### src/design/scs_pkg.sv
package scs_pkg;

  localparam int ACCEL_ENTRIES = 23;
  localparam int ACCEL_IDX_W   = 5;
  localparam int HALF_PHASES   = 8;
  localparam int FULL_PHASES   = 4;
  localparam int POS_W         = 32;
  localparam int IN_TDATA_W    = 40;
  localparam int OUT_TDATA_W   = 40;

  typedef logic [3:0] coil_t;
  typedef logic [3:0] delay_t;
  typedef logic [2:0] phase_t;
  typedef logic [ACCEL_IDX_W-1:0] accel_idx_t;
  typedef logic signed [POS_W-1:0] pos_t;

  // request codes on s_tuser
  typedef enum logic [2:0] {
    REQ_STEP        = 3'd0,
    REQ_MOVE        = 3'd1,
    REQ_POWER_OFF   = 3'd2,
    REQ_ACCEL_START = 3'd3,
    REQ_ACCEL_END   = 3'd4
  } req_t;

  // register indexes on the configuration channel
  localparam logic CFG_HALF_STEP_MODE     = 1'b0;
  localparam logic CFG_DIRECTION_INVERTED = 1'b1;

  localparam coil_t HALF_FW [HALF_PHASES] = '{4'd1, 4'd3, 4'd2, 4'd6, 4'd4, 4'd12, 4'd8, 4'd9};
  localparam coil_t HALF_BW [HALF_PHASES] = '{4'd9, 4'd8, 4'd12, 4'd4, 4'd6, 4'd2, 4'd3, 4'd1};
  localparam coil_t FULL_FW [FULL_PHASES] = '{4'd1, 4'd2, 4'd4, 4'd8};
  localparam coil_t FULL_BW [FULL_PHASES] = '{4'd8, 4'd4, 4'd2, 4'd1};

  localparam delay_t ACCEL_DELAY [ACCEL_ENTRIES] = '{
    4'd2, 4'd2, 4'd2, 4'd2, 4'd2, 4'd3, 4'd3, 4'd3, 4'd4, 4'd4, 4'd4, 4'd4,
    4'd5, 4'd5, 4'd5, 4'd6, 4'd6, 4'd6, 4'd8, 4'd8, 4'd10, 4'd10, 4'd10
  };

  localparam accel_idx_t ACCEL_START_IDX = ACCEL_IDX_W'(ACCEL_ENTRIES - 1);

  typedef struct packed {
    coil_t coils;
    logic  stepped;
    logic  done_res;
    pos_t  position;
  } result_t;

  // entries past the end of the ramp read as zero
  function automatic delay_t accel_delay(input accel_idx_t idx);
    delay_t d;
    d = 4'd0;
    if (int'(idx) < ACCEL_ENTRIES) begin
      d = ACCEL_DELAY[idx];
    end
    return d;
  endfunction

endpackage

### src/design/scs_drive.sv
module scs_drive (
  input  logic            half_step_mode,
  input  logic            direction_inverted,
  input  logic            fwd,
  input  scs_pkg::phase_t phase,
  input  scs_pkg::pos_t   position,
  output scs_pkg::coil_t  coils,
  output scs_pkg::phase_t phase_next,
  output scs_pkg::pos_t   position_next
);

  logic            use_fw;
  scs_pkg::phase_t phase_inc;
  logic            wrap;

  assign use_fw = fwd ^ direction_inverted;

  always_comb begin
    if (half_step_mode) begin
      coils = use_fw ? scs_pkg::HALF_FW[phase] : scs_pkg::HALF_BW[phase];
    end else begin
      coils = use_fw ? scs_pkg::FULL_FW[phase[1:0]] : scs_pkg::FULL_BW[phase[1:0]];
    end
  end

  assign phase_inc = phase + 3'd1;
  // end of a full phase cycle
  assign wrap = (phase_inc == 3'd0) || (!half_step_mode && phase_inc[2]);

  assign phase_next = wrap ? 3'd0 : phase_inc;

  always_comb begin
    position_next = position;
    if (wrap) begin
      position_next = fwd ? position + 32'sd1 : position - 32'sd1;
    end
  end

endmodule

### src/design/scs_core.sv
module scs_core (
  input  logic                clk,
  input  logic                rst,
  input  logic                fire,
  input  logic [2:0]          req_type,
  input  logic                forward,
  input  scs_pkg::pos_t       target_pos,
  input  logic                cfg_we,
  input  logic                cfg_index,
  input  logic                cfg_data,
  output scs_pkg::result_t    result
);

  logic                 half_step_mode;
  logic                 direction_inverted;
  scs_pkg::pos_t        position;
  scs_pkg::phase_t      phase;
  scs_pkg::accel_idx_t  accel_idx;
  scs_pkg::delay_t      delay;
  scs_pkg::coil_t       coils;

  scs_pkg::pos_t        position_next;
  scs_pkg::phase_t      phase_next;
  scs_pkg::accel_idx_t  accel_idx_next;
  scs_pkg::delay_t      delay_next;
  scs_pkg::coil_t       coils_next;
  logic                 stepped;
  logic                 done_res;

  logic                 drv_fwd;
  scs_pkg::coil_t       drv_coils;
  scs_pkg::phase_t      drv_phase;
  scs_pkg::pos_t        drv_position;
  logic                 below;
  logic                 at_target;
  scs_pkg::accel_idx_t  accel_idx_dec;

  assign below         = position < target_pos;
  assign at_target     = position == target_pos;
  assign accel_idx_dec = accel_idx - 5'd1;
  assign drv_fwd       = (req_type == scs_pkg::REQ_MOVE) ? below : forward;

  scs_drive u_drive (
    .half_step_mode     (half_step_mode),
    .direction_inverted (direction_inverted),
    .fwd                (drv_fwd),
    .phase              (phase),
    .position           (position),
    .coils              (drv_coils),
    .phase_next         (drv_phase),
    .position_next      (drv_position)
  );

  always_comb begin
    position_next  = position;
    phase_next     = phase;
    accel_idx_next = accel_idx;
    delay_next     = delay;
    coils_next     = coils;
    stepped        = 1'b0;
    done_res       = 1'b0;
    case (req_type)
      scs_pkg::REQ_STEP: begin
        if (accel_idx != '0 && delay != '0) begin
          // still waiting out the ramp delay
          delay_next = delay - 4'd1;
        end else begin
          if (accel_idx != '0) begin
            accel_idx_next = accel_idx_dec;
            delay_next     = scs_pkg::accel_delay(accel_idx_dec);
          end
          coils_next    = drv_coils;
          phase_next    = drv_phase;
          position_next = drv_position;
          stepped       = 1'b1;
          done_res      = drv_phase == 3'd0;
        end
      end
      scs_pkg::REQ_MOVE: begin
        if (at_target) begin
          coils_next = '0;
          phase_next = '0;
          done_res   = 1'b1;
        end else begin
          coils_next    = drv_coils;
          phase_next    = drv_phase;
          position_next = drv_position;
          stepped       = 1'b1;
        end
      end
      scs_pkg::REQ_POWER_OFF: begin
        coils_next = '0;
        phase_next = '0;
      end
      scs_pkg::REQ_ACCEL_START: begin
        accel_idx_next = scs_pkg::ACCEL_START_IDX;
        delay_next     = scs_pkg::accel_delay(scs_pkg::ACCEL_START_IDX);
      end
      scs_pkg::REQ_ACCEL_END: begin
        accel_idx_next = '0;
        delay_next     = '0;
      end
      default: begin
      end
    endcase
  end

  assign result.coils    = coils_next;
  assign result.stepped  = stepped;
  assign result.done_res = done_res;
  assign result.position = position_next;

  always_ff @(posedge clk) begin
    if (rst) begin
      half_step_mode     <= 1'b1;
      direction_inverted <= 1'b0;
      position           <= '0;
      phase              <= '0;
      accel_idx          <= '0;
      delay              <= '0;
      coils              <= '0;
    end else if (cfg_we) begin
      if (cfg_index == scs_pkg::CFG_HALF_STEP_MODE) begin
        half_step_mode <= cfg_data;
        phase          <= '0;
      end else begin
        direction_inverted <= cfg_data;
      end
    end else if (fire) begin
      position  <= position_next;
      phase     <= phase_next;
      accel_idx <= accel_idx_next;
      delay     <= delay_next;
      coils     <= coils_next;
    end
  end

  // full stepping never leaves the first four phases
  a_full_phase_range: assert property (@(posedge clk) disable iff (rst)
    !half_step_mode |-> !phase[2])
    else $error("phase index beyond full step range");

  a_delay_bound: assert property (@(posedge clk) disable iff (rst)
    delay <= 4'd10)
    else $error("acceleration delay above ramp maximum");

  a_stepped_moves: assert property (@(posedge clk) disable iff (rst)
    fire && !cfg_we && stepped |=> coils != '0)
    else $error("phase driven with all coils off");

  a_no_step_holds_pos: assert property (@(posedge clk) disable iff (rst)
    fire && !cfg_we && !stepped |=> $stable(position))
    else $error("position moved without a step");

endmodule

### src/design/stepper_coil_sequencer.sv
// Four-coil stepper sequencer, one request item in and one result item out.
// s_* carries requests: s_tuser holds the request code (step, move, power
// off, accel start, accel end) and s_tdata the direction and move target.
// m_* carries results: coil levels, stepped and done flags, and the position
// counter after the request.
// cfg_* writes register 0 (half step mode, also clears the phase index) or
// register 1 (direction inversion); write only while no request is in flight.
// An accepted item is latched in the input register, worked out against the
// stored stepper state and then written to the result register, which raises
// m_tvalid. One item per cycle is sustained while m_tready stays high; the
// combinational state update between input and result registers sets this.
// When m_tready is low the result register holds and the input register
// fills, then s_tready drops; nothing is lost.
// Reset clears the coils, phase, position and ramp state, selects half step
// mode with normal direction and empties both registers.
module stepper_coil_sequencer (
  input  logic                             clk,
  input  logic                             rst,
  input  logic                             s_tvalid,
  output logic                             s_tready,
  input  logic [scs_pkg::IN_TDATA_W-1:0]   s_tdata,  // forward, target_pos
  input  logic [2:0]                       s_tuser,  // req_type
  output logic                             m_tvalid,
  input  logic                             m_tready,
  output logic [scs_pkg::OUT_TDATA_W-1:0]  m_tdata,  // coils, stepped, done_res, position
  input  logic                             cfg_valid,
  output logic                             cfg_ready,
  input  logic                             cfg_index,
  input  logic                             cfg_data
);

  logic             in_valid;
  logic [2:0]       in_req;
  logic             in_fwd;
  scs_pkg::pos_t    in_target;
  logic             advance;
  logic             fire;
  logic             cfg_we;
  scs_pkg::result_t res;
  scs_pkg::result_t out_res;

  assign advance   = !m_tvalid || m_tready;
  assign fire      = in_valid && advance;
  assign s_tready  = !in_valid || advance;
  assign cfg_ready = 1'b1;
  assign cfg_we    = cfg_valid && cfg_ready;

  always_ff @(posedge clk) begin
    if (rst) begin
      in_valid <= 1'b0;
    end else if (s_tready) begin
      in_valid <= s_tvalid;
    end
  end

  always_ff @(posedge clk) begin
    if (s_tready && s_tvalid) begin
      in_req    <= s_tuser;
      in_fwd    <= s_tdata[0];
      in_target <= s_tdata[32:1];
    end
  end

  scs_core u_core (
    .clk        (clk),
    .rst        (rst),
    .fire       (fire),
    .req_type   (in_req),
    .forward    (in_fwd),
    .target_pos (in_target),
    .cfg_we     (cfg_we),
    .cfg_index  (cfg_index),
    .cfg_data   (cfg_data),
    .result     (res)
  );

  always_ff @(posedge clk) begin
    if (rst) begin
      m_tvalid <= 1'b0;
    end else if (advance) begin
      m_tvalid <= in_valid;
    end
  end

  always_ff @(posedge clk) begin
    if (fire) begin
      out_res <= res;
    end
  end

  assign m_tdata = {2'b00, out_res.position, out_res.done_res, out_res.stepped, out_res.coils};

  a_fire_lands: assert property (@(posedge clk) disable iff (rst)
    fire |=> m_tvalid)
    else $error("computed item did not reach the result register");

  a_done_move_off: assert property (@(posedge clk) disable iff (rst)
    fire && in_req == scs_pkg::REQ_MOVE && res.done_res |=> out_res.coils == '0)
    else $error("coils left on at move target");

endmodule

### config.mk
export PLATFORM = sky130hd
export DESIGN_NAME = stepper_coil_sequencer
export DESIGN_NICKNAME = d
export VERILOG_FILES = /design/src/design/scs_pkg.sv /design/src/design/scs_drive.sv /design/src/design/scs_core.sv /design/src/design/stepper_coil_sequencer.sv
export SDC_FILE = /design/constraint.sdc
export NUM_CORES = 1
export LEC_CHECK = 0
export BUFFER_PORTS_ARGS = -buffer_cell sky130_fd_sc_hd__buf_2
export CAP_MARGIN = 10
export CELL_PAD_IN_SITES_DETAIL_PLACEMENT = 0
export CELL_PAD_IN_SITES_GLOBAL_PLACEMENT = 1
export CORE_UTILIZATION = 49
export CTS_CLUSTER_SIZE = 40
export DETAILED_ROUTE_END_ITERATION = 12
export PLACE_DENSITY_LB_ADDON = 0.2
export RECOVER_POWER = 25
export SKIP_CTS_REPAIR_TIMING = 1
export SLEW_MARGIN = 15
export SYNTH_ARGS = -nofsm -noshare
export SYNTH_HDL_FRONTEND = slang
export SYNTH_SLANG_ARGS = --single-unit
### constraint.sdc
create_clock -name clk -period 12.5 [get_ports clk]
set_input_delay 1.25 -clock clk [delete_from_list [all_inputs] [get_ports clk]]
set_output_delay 1.25 -clock clk [all_outputs]
set_load 0.05 [all_outputs]
==> impl_metrics.yaml <==
grt:
  grt_pass1_vias: 6352
  antenna_found_initial: 0
  grt_start_max_net_pins: 61
  grt.total_usage_pct: 25.50
  grt.overflow.total: 0
  grt_pass1_wl_mm: 34.08
min_path:
  min_path_type: "flop to flop"
sta:
  grt_setup_unrepaired: "false"
  slew_headroom_pct: -97.61
  period_share_pct: 52.36
  post-route-min-period_ps: 6545
  hold_violations: 0
  worst-slew-pin-transition_ps: 2964
  maxClockFrequency_mhz: 152.8
  maxSlewViolCount: 102
  setup_violations: 0
  finalSetupTns_ps: 0
  fin_skew_ps: 10.39
place:
  portBuffers: 82
  place.gp.congestion: 0.8726
  dpl.hpwl_mm: 15.01
  place_area_mm2: 0.008697
synthesis:
  synth_edf_count: 74
  synthFlopType: "edfxtp_1"
  synth-seq-cells: 126
  synth.distinct_cells: 87
  synth_top_area_share_pct: 26.99
  synth.most_common_cell: "nor2_1"
  synth.area.top_cells: "edfxtp_1 27%, dfxtp_1 13%, ha_1 7.0%, nor2_1 4.3%, a21oi_1 3.0%"
  syn_area_mm2: 0.008232
  synth_common_cells: "95 x nor2_1, 74 x edfxtp_1, 62 x nand2_1"
  synth_area_leader_cell: "edfxtp_1"
  yosys_warnings: 0
  synth_seq_area_share_pct: 39.64
  syn_inst: 908
  avgSynthCellArea_um2: 9.066
  ys_async_sr_fraction_pct: 0
floorplan:
  die_h_um: 131.6
  fp-row-count: 47
  core_mm2: 0.01647
  dieArea_mm2: 0.01732
  num_io_pins: 93
  die_x_um: 131.6
  start_util_pct: 49.99
route:
  wl_per_cell_um: 17.88
  routed_via_density: 5.927
  drtIter0Drc: 564
  vias: 7071
  drc: 0
  final_antenna_net_count: 0
  drt_wl_total_mm: 21.33
  first_pass_iters: 5
clock_tree:
  root_buffer: "clkbuf_16"
  clk_pin_slew_ps: 60
  htree_levels: 4
  clock_latency_ps: 430
  clock-sinks: 126
  clockBufferDepth: 2
  cts_tree: "built"
  cts_buffers: 17
outcome:
  violations: "max-capacitance violations, max-slew violations"
  status: "finished with violations"
layout:
  drive_above_1_share_pct: 16.03
  nets: 1056
  final_area_mm2: 0.009306
  fillCellCount: 1515
  synthToLayoutAreaGrowth_pct: 13.06
  antennaDiodeCount: 0
worst_setup_path:
  cp.arrival_ps: 6850
  criticalPathCategory: "flop to flop"
  required_ps: 12810
  start_kind: "flop"
  critical_path.max_fanout: 23
  critPathCaptureType: "flop"
power:
  p_clk_share_pct: 48.7
  powerDensity_mw_per_mm2: 114.8
  p_total_uw: 1068
  p_comb_share_pct: 8.4
  p_sw_uw: 246.4
  p_leak_uw: 0.003823
  intPower_uw: 821.8
  seqPwrFrac_pct: 42.9
  ir_drop_mv: 0.09181
  p_sw_share_pct: 23.07
flow_run:
  max_cap_violations: 2
-- cells in the final DEF, fill, tap and decap left out, drive strengths merged, types with 27 or more instances in the layout --
| cell type | synthesis | layout |
|---|---|---|
| o21ai | 37 | 37 |
| inv | 56 | 56 |
| ha | 46 | 46 |
| dfxtp | 52 | 52 |
| edfxtp | 74 | 74 |
| a21oi | 51 | 51 |
| nand2 | 62 | 62 |
| nor3 | 29 | 29 |
| nand3 | 32 | 32 |
| buf | 19 | 89 |
| nor2 | 98 | 98 |
| nand4 | 33 | 33 |
| clkbuf | 39 | 27 |
-- registers in the layout, summed over array words and instances, names as in the netlist --
signal / count
in_fwd: 1
in_req: 3
in_target: 32
in_valid: 1
m_tdata: 38
m_tvalid: 1
u_core.accel_idx: 5
u_core.coils: 4
u_core.delay: 4
u_core.direction_inverted: 1
u_core.half_step_mode: 1
u_core.phase: 3
u_core.position: 32
-- metal layers --
layer / track usage [%] / vias to the layer above / wire length [µm]
li1: - / 3425 / -
met1: 36.11 / 3344 / 10040
met2: 38.86 / 266 / 9388
met3: 4.398 / 36 / 1410
met4: 9.367 / 0 / 482
met5: 0 / - / 0
-- cells by family (layout without fill, tap and decap cells) --
family / count (synthesis) / in the layout / share of synthesized area [%]
AOI/OAI and AO/OA: 184 / 184 / 15.00
xor gates and xnor gates: 41 / 41 / 4.362
adders and majority gates: 46 / 46 / 6.992
buffers and inverters: 115 / 179 / 6.186
DFF: 126 / 126 / 39.64
muxes: 32 / 32 / 4.529
other: 2 / 3 / 0.09123
and+or+nand+nor: 362 / 362 / 23.20
-- layout make-up --
type | count | area (µm²) | share of cell area [%]
clock buffers | 25 | 475.5 | 5.109
clock inverters | 7 | 135.1 | 1.452
inverters | 56 | 210.2 | 2.259
flip-flops and latches | 126 | 3263 | 35.06
well taps | 220 | 275.3 | 2.958
multi-input cells | 668 | 4477 | 48.10
repair buffers | 91 | 470.5 | 5.055
-- stage by stage --
stage	util, %	hold slack (ps)	setup slack, ps	cells
after detailed placement	52.82	469.8	6111	1161
after global routing	56.52	538.7	5592	1193
after floorplan	-	446.4	7788	909
after CTS	56.53	477.9	6101	1193
final	56.52	479.1	5955	1193
after global placement	52.82	457.4	6165	1161
-- final timing paths --
path | from | to | slack [ps] | cells past startpoint
hold reg to reg | u_core.coils[2] | u_core.coils[2] | 480 | 2
setup reg to reg | u_core.position[23] | u_core.position[24] | 5950 | 19
setup / recovery | u_core.position[23] | u_core.position[24] | 5950 | 19
hold / removal | u_core.coils[2] | u_core.coils[2] | 480 | 2
-- worst max-delay path, stage by stage, from the launching register on --
cell and delay, ps:
dfxtp_1 660, ha_1 370, a21oi_1 140, o21ai_0 120, a211o_1 360, or3_1 380
nand4_1 100, buf_4 290, nand2_1 570, xnor2_1 310, ha_1 400, nor3_1 290
nor2_1 100, and2_2 210, a21boi_1 130, a2111oi_2 510, nand4b_1 330, o22ai_1 550
mux2i_1 260, mux2_2 350
-- power groups by stage --
| stage | clock, µW | combinational (µW) | sequential (µW) |
|---|---|---|---|
| floorplan | 0 | 49.3 | 481 |
| global placement | 0 | 87.4 | 466 |
| detailed placement | 0 | 88.1 | 467 |
| CTS | 529 | 88.5 | 458 |
| global route | 546 | 97.4 | 460 |
| finish | 520 | 89.3 | 458 |
Note: power is estimated with default switching activity, not from simulation.
